File: config.mk
export PLATFORM = sky130hd
export DESIGN_NAME = chm_front
export DESIGN_NICKNAME = d
export VERILOG_FILES = /design/src/rtl/chm_pkg.sv /design/src/rtl/chm_front.sv
export SDC_FILE = /design/constraint.sdc
export NUM_CORES = 2
export LEC_CHECK = 0
export BUFFER_PORTS_ARGS = -buffer_cell sky130_fd_sc_hd__buf_2
export CAP_MARGIN = 20
export CORE_AREA = 4 4 288 290
export DETAILED_ROUTE_END_ITERATION = 8
export DIE_AREA = 0 0 292 294
export SYNTH_ARGS = -nofsm -noshare
export SYNTH_HDL_FRONTEND = slang
export SYNTH_SLANG_ARGS = --single-unit
File: constraint.sdc
create_clock -name i_clk -period 10.4 [get_ports i_clk]
set_input_delay 2.08 -clock i_clk [delete_from_list [all_inputs] [get_ports i_clk]]
set_output_delay 2.08 -clock i_clk [all_outputs]
set_load 0.01 [all_outputs]
File: src/rtl/chm_pkg.sv
package chm_pkg;

    localparam int unsigned ANGLE_FRACTION_BITS = 6;
    localparam int unsigned CORDIC_STEPS        = 31;
    localparam int unsigned FULL_TURN           = 360 << ANGLE_FRACTION_BITS;
    localparam int unsigned HEAD_W              = $clog2(FULL_TURN + 1);
    localparam int unsigned OUT_W               = 15;
    localparam int unsigned WORD_W              = 16;
    localparam int unsigned ANG_W               = 32;
    localparam int unsigned VEC_W               = 37;
    localparam int unsigned CFG_IDX_W           = 8;

    localparam logic [CFG_IDX_W-1:0] REG_X_OFFSET = 8'd0;
    localparam logic [CFG_IDX_W-1:0] REG_Y_OFFSET = 8'd1;
    localparam logic [CFG_IDX_W-1:0] REG_X_SCALE  = 8'd2;
    localparam logic [CFG_IDX_W-1:0] REG_Y_SCALE  = 8'd3;

    localparam logic [WORD_W-1:0] SCALE_ONE = 16'd4096;
    localparam logic [ANG_W-1:0]  HALF_TURN = 32'h8000_0000;

    localparam logic [ANG_W-1:0] ATAN_TABLE [CORDIC_STEPS] = '{
        32'h20000000, 32'h12E4051E, 32'h09FB385B, 32'h051111D4, 32'h028B0D43,
        32'h0145D7E1, 32'h00A2F61E, 32'h00517C55, 32'h0028BE53, 32'h00145F2F,
        32'h000A2F98, 32'h000517CC, 32'h00028BE6, 32'h000145F3, 32'h0000A2FA,
        32'h0000517D, 32'h000028BE, 32'h0000145F, 32'h00000A30, 32'h00000518,
        32'h0000028C, 32'h00000146, 32'h000000A3, 32'h00000051, 32'h00000029,
        32'h00000014, 32'h0000000A, 32'h00000005, 32'h00000003, 32'h00000001,
        32'h00000001
    };

    typedef struct packed {
        logic                    zero;
        logic signed [VEC_W-1:0] x;
        logic signed [VEC_W-1:0] y;
        logic [ANG_W-1:0]        ang;
    } t_vec;

    typedef struct packed {
        logic             zero;
        logic [ANG_W-1:0] ang;
    } t_angle;

endpackage

File: src/rtl/chm_front.sv
module chm_front
    import chm_pkg::*;
(
    input  logic                     i_clk,
    input  logic                     i_rst_n,
    input  logic                     i_valid,
    input  logic signed [WORD_W-1:0] i_raw_x,
    input  logic signed [WORD_W-1:0] i_raw_y,
    input  logic signed [WORD_W-1:0] i_x_offset,
    input  logic signed [WORD_W-1:0] i_y_offset,
    input  logic [WORD_W-1:0]        i_x_scale,
    input  logic [WORD_W-1:0]        i_y_scale,
    output logic                     o_valid,
    output t_vec                     o_vec
);

    logic                      r_v1, r_v2, r_v3;
    logic signed [WORD_W:0]    r_dx, n_dx;
    logic signed [WORD_W+1:0]  r_dy, n_dy;
    logic signed [2*WORD_W:0]  r_px, n_px;
    logic signed [2*WORD_W+1:0] r_py, n_py;
    t_vec                      r_vec, n_vec;

    always_comb begin
        n_dx = (WORD_W+1)'(i_raw_x) - (WORD_W+1)'(i_x_offset);
        n_dy = -(WORD_W+2)'(i_raw_y) - (WORD_W+2)'(i_y_offset);
    end

    always_comb begin
        n_px = (2*WORD_W+1)'(r_dx * $signed({1'b0, i_x_scale}));
        n_py = (2*WORD_W+2)'(r_dy * $signed({1'b0, i_y_scale}));
    end

    always_comb begin
        n_vec.zero = (r_px == '0) && (r_py == '0);
        if (r_px < 0) begin
            n_vec.x   = -VEC_W'(r_px);
            n_vec.y   = -VEC_W'(r_py);
            n_vec.ang = HALF_TURN;
        end else begin
            n_vec.x   = VEC_W'(r_px);
            n_vec.y   = VEC_W'(r_py);
            n_vec.ang = '0;
        end
    end

    always_ff @(posedge i_clk) begin
        if (!i_rst_n) begin
            r_v1 <= 1'b0;
            r_v2 <= 1'b0;
            r_v3 <= 1'b0;
        end else begin
            r_v1 <= i_valid;
            r_v2 <= r_v1;
            r_v3 <= r_v2;
        end
    end

    always_ff @(posedge i_clk) begin
        r_dx  <= n_dx;
        r_dy  <= n_dy;
        r_px  <= n_px;
        r_py  <= n_py;
        r_vec <= n_vec;
    end

    assign o_valid = r_v3;
    assign o_vec   = r_vec;

endmodule

==> out/qor.yml <==
synth_compound_area_share_pct: 5.83
cts_buffers: 17
cap_violations: 0
min_period_over_period_pct: 74.9
status: "completed"
setup_tns_ns: 0
synth-edff-count: 0
htreeDepth: 4
syn_area_per_cell_sq_um: 9.16
slew_headroom_pct: 42.8
layout_commonest_cell: "inv_1"
dr.pass1.iters: 5
start_util_pct: 34.9
grt_pass1_vias: 20400
area_delta_synth_final_pct: 8.72
root_buffer: "clkbuf_16"
placed_cells: 4210
synth_cell_types: 61
viasPerCell: 4.56
worstPathMaxFanout: 17
ant_nets: 0
dieHeight_um: 294
pin_count: 207
synthArstFlopShare_pct: 0
grt_pass1_wl_um: 108000
synth_fa_ha_area_share_pct: 50.2
r2r_slack_ns: 3.68
num_rows: 104
instances_no_fill: 4242
synthCells: 3057
yosysWarnings: 0
clk_pin_slew_ns: 0.09
vias: 19300
cts_tree: "done"
final_hold_viol_count: 0
portBuffers: 175
overflow: 0
synthMuxAreaShare_pct: 0.0402
drtIter0Drc: 885
skew_ns: 0.0192
dieArea_sq_um: 85800
slew_viol_final: 0
final_nets: 4053
hpwl_um: 53600
diodes: 0
startpoint_type: "input pin"
synth_top_family_by_area: "adder cells"
clock-sinks: 181
synth-xor-area-share_pct: 4.88
wl_per_cell_um: 15.2
finalSetupViolCount: 0
antenna_found_initial: 8
ys_seq_elements: 181
routabilityCongestion: 0.818
post_cts.repair.setup_buffers: 0
tightest_slew_ns: 0.856
rsz0062_at_grt: "no"
timing.fmax_mhz: 128
drcViolationCount: 0
clockBufferDepth: 2
worstSkewPairLatency_ns: 0.48
seq_area_frac_synth_pct: 12.9
critPathKind: "input pin to flip-flop"
ctsResizeCount: 0
chipWidth_um: 292
final_cell_mix: "inv_1 (762), fa_1 (564), nand2_1 (387), and2_1 (235), ha_1 (221)"
period_minus_slack_ns: 7.79
cp.required_ns: 10.78
synth_simple_gate_area_share_pct: 13.9
postCtsHoldBufs: 0
ys_dominant_reg_cell: "dfxtp_1"
end_kind: "flip-flop"
whs_ns: 0.393
netlist_area_sq_um: 28000
hold_path_class: "flip-flop to flip-flop"
wirelength_um: 64400
arrival_ns: 8.17
track_usage_pct: 15.7
core-area_sq_um: 80300
grt_max_degree: 65
drive_gt1_share_pct: 7.23
## metal layers
layer,routed length [um],global-route usage (%)
met5,35,0
met2,29300,25.1
met3,3740,3.08
met4,1410,4.29
met1,29900,21.7
## cell families after synthesis
| family | Yosys count |
|---|---|
| and+or+nand+nor | 801 |
| buffers and inverters | 881 |
| xor gates and xnor gates | 156 |
| muxes | 1 |
| AOI/OAI and AO/OA | 251 |
| other | 1 |
| DFF | 181 |
| adders and majority gates | 785 |
## registers in the layout, indices dropped and copies added, names as in the netlist
signal and cells:
o_valid 1, o_vec 76, r_dx 17, r_dy 18
r_px 33, r_py 34, r_v1 1, r_v2 1
## worst paths after layout
check	start	to	depth (start not counted)
worst min register to register	r_py[0]	o_vec[32]	0
worst max-delay path	i_x_scale[2]	r_px[31]	21
worst max register to register	r_dx[12]	r_px[31]	20
worst min-delay path	r_py[0]	o_vec[32]	0
## worst max-delay path, cell delays in order
cell and delay (ns):
buf_2 0.35, nand2_1 0.14, fa_1 0.54, fa_1 0.57, fa_1 0.44, fa_1 0.54
inv_1 0.05, fa_1 0.48, inv_1 0.05, fa_1 0.47, inv_1 0.06, ha_1 0.36
nand3_1 0.13, nor3_1 0.18, o21ai_0 0.16, a211oi_1 0.60, o211ai_1 0.25, a31oi_1 0.33
a21bo_2 0.19, a21oi_1 0.07, xnor2_1 0.12
## cell type report
type | count | area [sq um]
clock inverter | 15 | 225
timing repair buffer | 178 | 898
clock buffer | 17 | 425
tap | 1060 | 1330
fill | 8034 | 49800
multi-input combinational | 2029 | 21100
inverter | 762 | 2860
sequential | 181 | 3620
## synthesized netlist by cell type, types with 5 or more instances
library cell,count,area (sq um)
inv_1,762,2860
fa_1,564,11300
nand2_1,387,1450
and2_1,235,1470
ha_1,221,2770
dfxtp_1,181,3620
xnor2_1,132,1160
clkbuf_1,87,327
a21oi_1,69,345
nor2_1,65,244
o21ai_0,63,315
buf_4,31,233
nor3_1,25,125
xor2_1,24,210
o21a_1,23,173
a21o_1,21,158
o31ai_1,17,128
nand2b_1,15,93.8
nand3_1,13,65.1
a211oi_1,12,90.1
nor2b_1,12,75.1
or3_1,10,62.6
o41ai_1,9,78.8
a31oi_1,6,37.5
and3_1,6,37.5
nor4_1,6,37.5
nand4_1,5,31.3
or4_1,5,37.5
## metrics by stage
step / setup slack (ns) / instance area (sq um) / utilization (%)
final: 2.61 / 30400 / 37.9
after CTS: 2.65 / 30400 / 37.9
after floorplan: 2.58 / 28100 / -
after detailed placement: 2.15 / 29800 / 37.1
after global placement: 2.20 / 29800 / 37.1
after global routing: 2.25 / 30400 / 37.9
Power is not shown: default switching activity piles up to over one toggle a cycle in this logic, so the estimate is an artifact.
