$ cat config.mk
export PLATFORM = sky130hd
export DESIGN_NAME = chm_scale
export DESIGN_NICKNAME = d
export VERILOG_FILES = /design/src/rtl/chm_pkg.sv /design/src/rtl/chm_scale.sv
export SDC_FILE = /design/constraint.sdc
export NUM_CORES = 1
export LEC_CHECK = 0
export BUFFER_PORTS_ARGS = -buffer_cell sky130_fd_sc_hd__buf_2
export CAP_MARGIN = 20
export CORE_MARGIN = 8
export CORE_UTILIZATION = 50
export DETAILED_ROUTE_END_ITERATION = 10
export GPL_ROUTABILITY_DRIVEN = 0
export PLACE_DENSITY = 0.69
export SLEW_MARGIN = 20
export SYNTH_ARGS = -nofsm -noshare
export SYNTH_HDL_FRONTEND = slang
export SYNTH_SLANG_ARGS = --single-unit
$ cat constraint.sdc
create_clock -name i_clk -period 15.9 [get_ports i_clk]
set_clock_uncertainty 0.05 [all_clocks]
set_input_delay 3.18 -clock i_clk [delete_from_list [all_inputs] [get_ports i_clk]]
set_output_delay 3.18 -clock i_clk [all_outputs]
set_load 0.01 [all_outputs]
$ cat src/rtl/chm_pkg.sv
package chm_pkg;

    localparam int unsigned ANGLE_FRACTION_BITS = 6;
    localparam int unsigned CORDIC_STEPS        = 31;
    localparam int unsigned FULL_TURN           = 360 << ANGLE_FRACTION_BITS;
    localparam int unsigned HEAD_W              = $clog2(FULL_TURN + 1);
    localparam int unsigned OUT_W               = 15;
    localparam int unsigned WORD_W              = 16;
    localparam int unsigned ANG_W               = 32;
    localparam int unsigned VEC_W               = 37;
    localparam int unsigned CFG_IDX_W           = 8;

    localparam logic [CFG_IDX_W-1:0] REG_X_OFFSET = 8'd0;
    localparam logic [CFG_IDX_W-1:0] REG_Y_OFFSET = 8'd1;
    localparam logic [CFG_IDX_W-1:0] REG_X_SCALE  = 8'd2;
    localparam logic [CFG_IDX_W-1:0] REG_Y_SCALE  = 8'd3;

    localparam logic [WORD_W-1:0] SCALE_ONE = 16'd4096;
    localparam logic [ANG_W-1:0]  HALF_TURN = 32'h8000_0000;

    localparam logic [ANG_W-1:0] ATAN_TABLE [CORDIC_STEPS] = '{
        32'h20000000, 32'h12E4051E, 32'h09FB385B, 32'h051111D4, 32'h028B0D43,
        32'h0145D7E1, 32'h00A2F61E, 32'h00517C55, 32'h0028BE53, 32'h00145F2F,
        32'h000A2F98, 32'h000517CC, 32'h00028BE6, 32'h000145F3, 32'h0000A2FA,
        32'h0000517D, 32'h000028BE, 32'h0000145F, 32'h00000A30, 32'h00000518,
        32'h0000028C, 32'h00000146, 32'h000000A3, 32'h00000051, 32'h00000029,
        32'h00000014, 32'h0000000A, 32'h00000005, 32'h00000003, 32'h00000001,
        32'h00000001
    };

    typedef struct packed {
        logic                    zero;
        logic signed [VEC_W-1:0] x;
        logic signed [VEC_W-1:0] y;
        logic [ANG_W-1:0]        ang;
    } t_vec;

    typedef struct packed {
        logic             zero;
        logic [ANG_W-1:0] ang;
    } t_angle;

endpackage

$ cat src/rtl/chm_scale.sv
module chm_scale
    import chm_pkg::*;
(
    input  logic             i_clk,
    input  logic             i_rst_n,
    input  logic             i_valid,
    input  t_angle           i_angle,
    output logic             o_valid,
    output logic [OUT_W-1:0] o_heading
);

    localparam int unsigned PROD_W = ANG_W + HEAD_W;

    logic              r_v1, r_v2;
    logic              r_zero;
    logic [PROD_W-1:0] n_prod;
    logic [HEAD_W-1:0] r_h;
    logic [OUT_W-1:0]  r_heading, n_heading;

    always_comb begin
        n_prod = PROD_W'(i_angle.ang) * PROD_W'(FULL_TURN) + PROD_W'(HALF_TURN);
    end

    always_comb begin
        if (r_zero || (r_h >= HEAD_W'(FULL_TURN))) begin
            n_heading = '0;
        end else begin
            n_heading = OUT_W'(r_h);
        end
    end

    always_ff @(posedge i_clk) begin
        if (!i_rst_n) begin
            r_v1 <= 1'b0;
            r_v2 <= 1'b0;
        end else begin
            r_v1 <= i_valid;
            r_v2 <= r_v1;
        end
    end

    always_ff @(posedge i_clk) begin
        r_zero    <= i_angle.zero;
        r_h       <= n_prod[PROD_W-1:ANG_W];
        r_heading <= n_heading;
    end

    assign o_valid   = r_v2;
    assign o_heading = r_heading;

endmodule

==> results.toml <==
[cells_and_area]
multi_input_area_um2 = 3940
area_growth_pct = 8.85
fin_nets = 791
nFillCells = 930
final_util_pct = 56.0
regArea_um2 = 661
antenna_cells = 0
drive_gt1_share_pct = 11.0
fin_cells = 758

[sta]
hold_slack_ps = 372
hold_viol = 0
finalMaxSlewViolations = 0
tightest_slew_ps = 681
fin_crit_ps = 7650
fmaxAchievable_mhz = 131
setup_viol = 0
max_slew_margin_pct = 54.6
fin_crit_sh_pct = 48.1
tns_ps = 0
rsz0062_at_grt = "false"

[logic_synthesis]
ys_ff_latch = 33
syn-num-nets = 743
synth_edf_count = 0
syn_area_per_cell_um2 = 8.67
yosys.cell_types.count = 58
synth-seq-area-share_pct = 13.2
ys_async_sr_fraction_pct = 0
yosysWarnings = 0
synth-main-ff-cell = "dfxtp_1"
postSynthCellCount = 577
syn-cell-area_um2 = 5000

[floorplanning]
die_h_um = 116
fp.dieW_um = 116
rows = 36
core_um2 = 9730
initial_core_util_pct = 51.4
dieArea_um2 = 13500
ios = 52

[clocking]
cts_made_buffers = 5
clk_latency_ps = 270
cts_tree = "yes"
cts_root_buf = "clkbuf_8"
cts_resized = 0
clockBufferDepth = 2
cts_setup_buffers = 0
clk_pin_slew_worst_paths_ps = 50
cts_hold_buf = 0
cts_max_level = 2
cts_sinks = 33

[global_route]
overflow = 0
grt_usage_pct = 15.4
grt_pass1_wl_um = 17500
antenna_found_initial = 0
grt_pass1_vias = 3973
grt_max_degree = 16

[pwr]
power_switching_uw = 388
cellLeakagePower_nw = 2.89
combPwrFrac_pct = 77.4
p_seq_share_pct = 15.5
p_int_uw = 411
p_total_uw = 800
power-per-cell-area_nw_per_um2 = 147
peakVddDrop_mv = 0.0603
clockPowerShare_pct = 7.1
p_sw_share_pct = 48.6

[drt]
wl_per_cell_um = 13.1
drt-pass1-iter-count = 4
drt_iter0_markers = 211
viasPerCell = 5.27
detail-route-antenna-nets = 0
drc_errors = 0
via_count = 3998
wl_um = 9940

[critical_path]
worstSetupPathType = "in2reg"
cp_cell_sequence = "buf_2, ha_1, xor2_1, ha_1, inv_1, fa_1, inv_1, ha_1, a21o_1, a311oi_2, o31ai_1, or4b_4, a31oi_1, xor2_1, nor3_1, nand4_1, a2111o_1, nand3_1, xor2_1"
rr_startpoint = "r_h[9]$_DFF_P_"
rrSetupSlack_ps = 14460
crit_path_max_fanout = 8
cp-start-kind = "input port"
crit_required_ps = 16040
worst_path_largest_cell_delay_ps = 590
worstPathArrival_ps = 7800
end_kind = "register"
crit_slowest_cell = "or4b_4"
ff2ff_path_depth = 4
rr_endpoint = "o_heading[1]$_SDFF_PP0_"

[worst_hold_path]
hold-path-cell-count = 1
min_path_type = "reg2reg"
min-delay-start = "r_h[8]$_DFF_P_"
whs_endpoint = "o_heading[8]$_SDFF_PP0_"

[placed_design]
port_buffers = 51
dp_cells = 751
dp_hpwl_um = 8890

[run]
drv_cap = 0

[status]
outcome = "completed"
## final cells by class
class | count | share of cell area, %
clock buffers | 7 | 1.59
multi-input cells | 444 | 72.3
repair buffers | 51 | 4.69
inverters | 90 | 6.20
well taps | 133 | 3.06
flip-flops and latches | 33 | 12.1
## placed cells by master, fill, tap and decap left out, types with 2 or more instances in the layout
master,Yosys,final
ha_1,96,96
inv_1,90,90
buf_2,1,51
fa_1,34,34
nand2_1,33,33
dfxtp_1,33,33
a21oi_1,32,32
xor2_1,30,30
a21o_1,29,29
xnor2_1,27,27
and2_1,22,22
nor2_1,19,19
nand3_1,16,16
o21ai_0,16,16
nand4_1,12,12
and3_1,8,8
a31oi_1,7,7
nor3_1,6,6
clkbuf_8,0,6
nor4_1,4,4
o21a_1,4,4
o211ai_1,4,4
a22oi_1,3,3
o21ai_1,2,2
a211oi_1,2,2
nand2b_1,2,2
o31ai_1,2,2
or3_1,2,2
mux2i_1,2,2
o21bai_1,2,2
and4_1,2,2
nor3_2,2,2
## logic make-up after synthesis
family | Yosys count | share of synthesized area (%)
muxes | 2 | 0.400
DFF | 33 | 13.2
and+or+nand+nor | 139 | 15.1
buffers and inverters | 100 | 8.05
AOI/OAI and AO/OA | 116 | 15.7
xor gates and xnor gates | 57 | 9.98
adders and majority gates | 130 | 37.6
## worst max-delay path by stage
| stage | startpoint | to | slack, ps | cells after the start |
|---|---|---|---|---|
| 2_1_floorplan | i_angle[15] | r_h[14]$_DFF_P_ | 8510 | 19 |
| 3_3_place_gp | i_angle[15] | r_h[14]$_DFF_P_ | 8190 | 19 |
| 3_5_place_dp | i_angle[15] | r_h[14]$_DFF_P_ | 8020 | 19 |
| 4_1_cts | i_angle[15] | r_h[14]$_DFF_P_ | 8290 | 19 |
| 5_1_grt | i_angle[15] | r_h[14]$_DFF_P_ | 7920 | 19 |
| 6_report | i_angle[15] | r_h[14]$_DFF_P_ | 8250 | 19 |
## through the flow
step / worst slack, ps / area (um^2)
after floorplan: 8510 / 5000
after global placement: 8190 / 5360
after detailed placement: 8020 / 5360
after CTS: 8290 / 5450
after global routing: 7920 / 5450
final: 8250 / 5450
## sequential cells by signal, indices dropped and copies added, names as in the netlist
name	flops
o_valid	1
r_h	15
r_zero	1
o_heading	15
r_v1	1
## power by group through the flow
| stage | sequential [mW] | combinational, mW | clock, mW |
|---|---|---|---|
| after floorplan | 0.132 | 0.494 | 0 |
| after global routing | 0.127 | 0.703 | 0.0628 |
| after detailed placement | 0.126 | 0.614 | 0 |
| final | 0.124 | 0.619 | 0.0570 |
| after global placement | 0.126 | 0.603 | 0 |
| after CTS | 0.124 | 0.618 | 0.0592 |
## Yosys cell counts (2+ instances only)
cell | count | share of area (%)
a21oi_1 | 32 | 3.2
xnor2_1 | 27 | 4.7
buf_4 | 5 | 0.75
nor2_1 | 19 | 1.4
nand3_1 | 16 | 1.6
nor4_1 | 4 | 0.50
nand2b_1 | 2 | 0.25
nor3_1 | 6 | 0.60
a211oi_1 | 2 | 0.30
inv_1 | 90 | 6.8
o21ai_0 | 16 | 1.6
o211ai_1 | 4 | 0.60
a21o_1 | 29 | 4.4
o21bai_1 | 2 | 0.30
nand2_1 | 33 | 2.5
fa_1 | 34 | 14
clkbuf_1 | 3 | 0.23
nor3_2 | 2 | 0.40
mux2i_1 | 2 | 0.40
nand4_1 | 12 | 1.5
ha_1 | 96 | 24
and3_1 | 8 | 1.0
a22oi_1 | 3 | 0.45
and4_1 | 2 | 0.35
a31oi_1 | 7 | 0.88
o21ai_1 | 2 | 0.20
dfxtp_1 | 33 | 13
or3_1 | 2 | 0.25
o31ai_1 | 2 | 0.30
xor2_1 | 30 | 5.3
o21a_1 | 4 | 0.60
and2_1 | 22 | 2.8
## critical path: cells and delay by family
family / cells / cell delay [ps]
simple gates: 4 / 1260
fa+ha+maj: 4 / 1530
buf+inv: 3 / 210
xor+xnor: 3 / 450
compound gates: 5 / 1170
## metal layers
layer | share of wire [%] | vias up | GRT usage, % | wire [um]
li1 | - | 2068 | - | -
met1 | 49 | 1832 | 20.9 | 4890
met2 | 46 | 90 | 26.2 | 4560
met3 | 4.5 | 8 | 1.82 | 447
met4 | 0.50 | 0 | 2.25 | 50
met5 | 0 | - | 0 | 0
No activity file was read; power rests on OpenSTA's default activity.
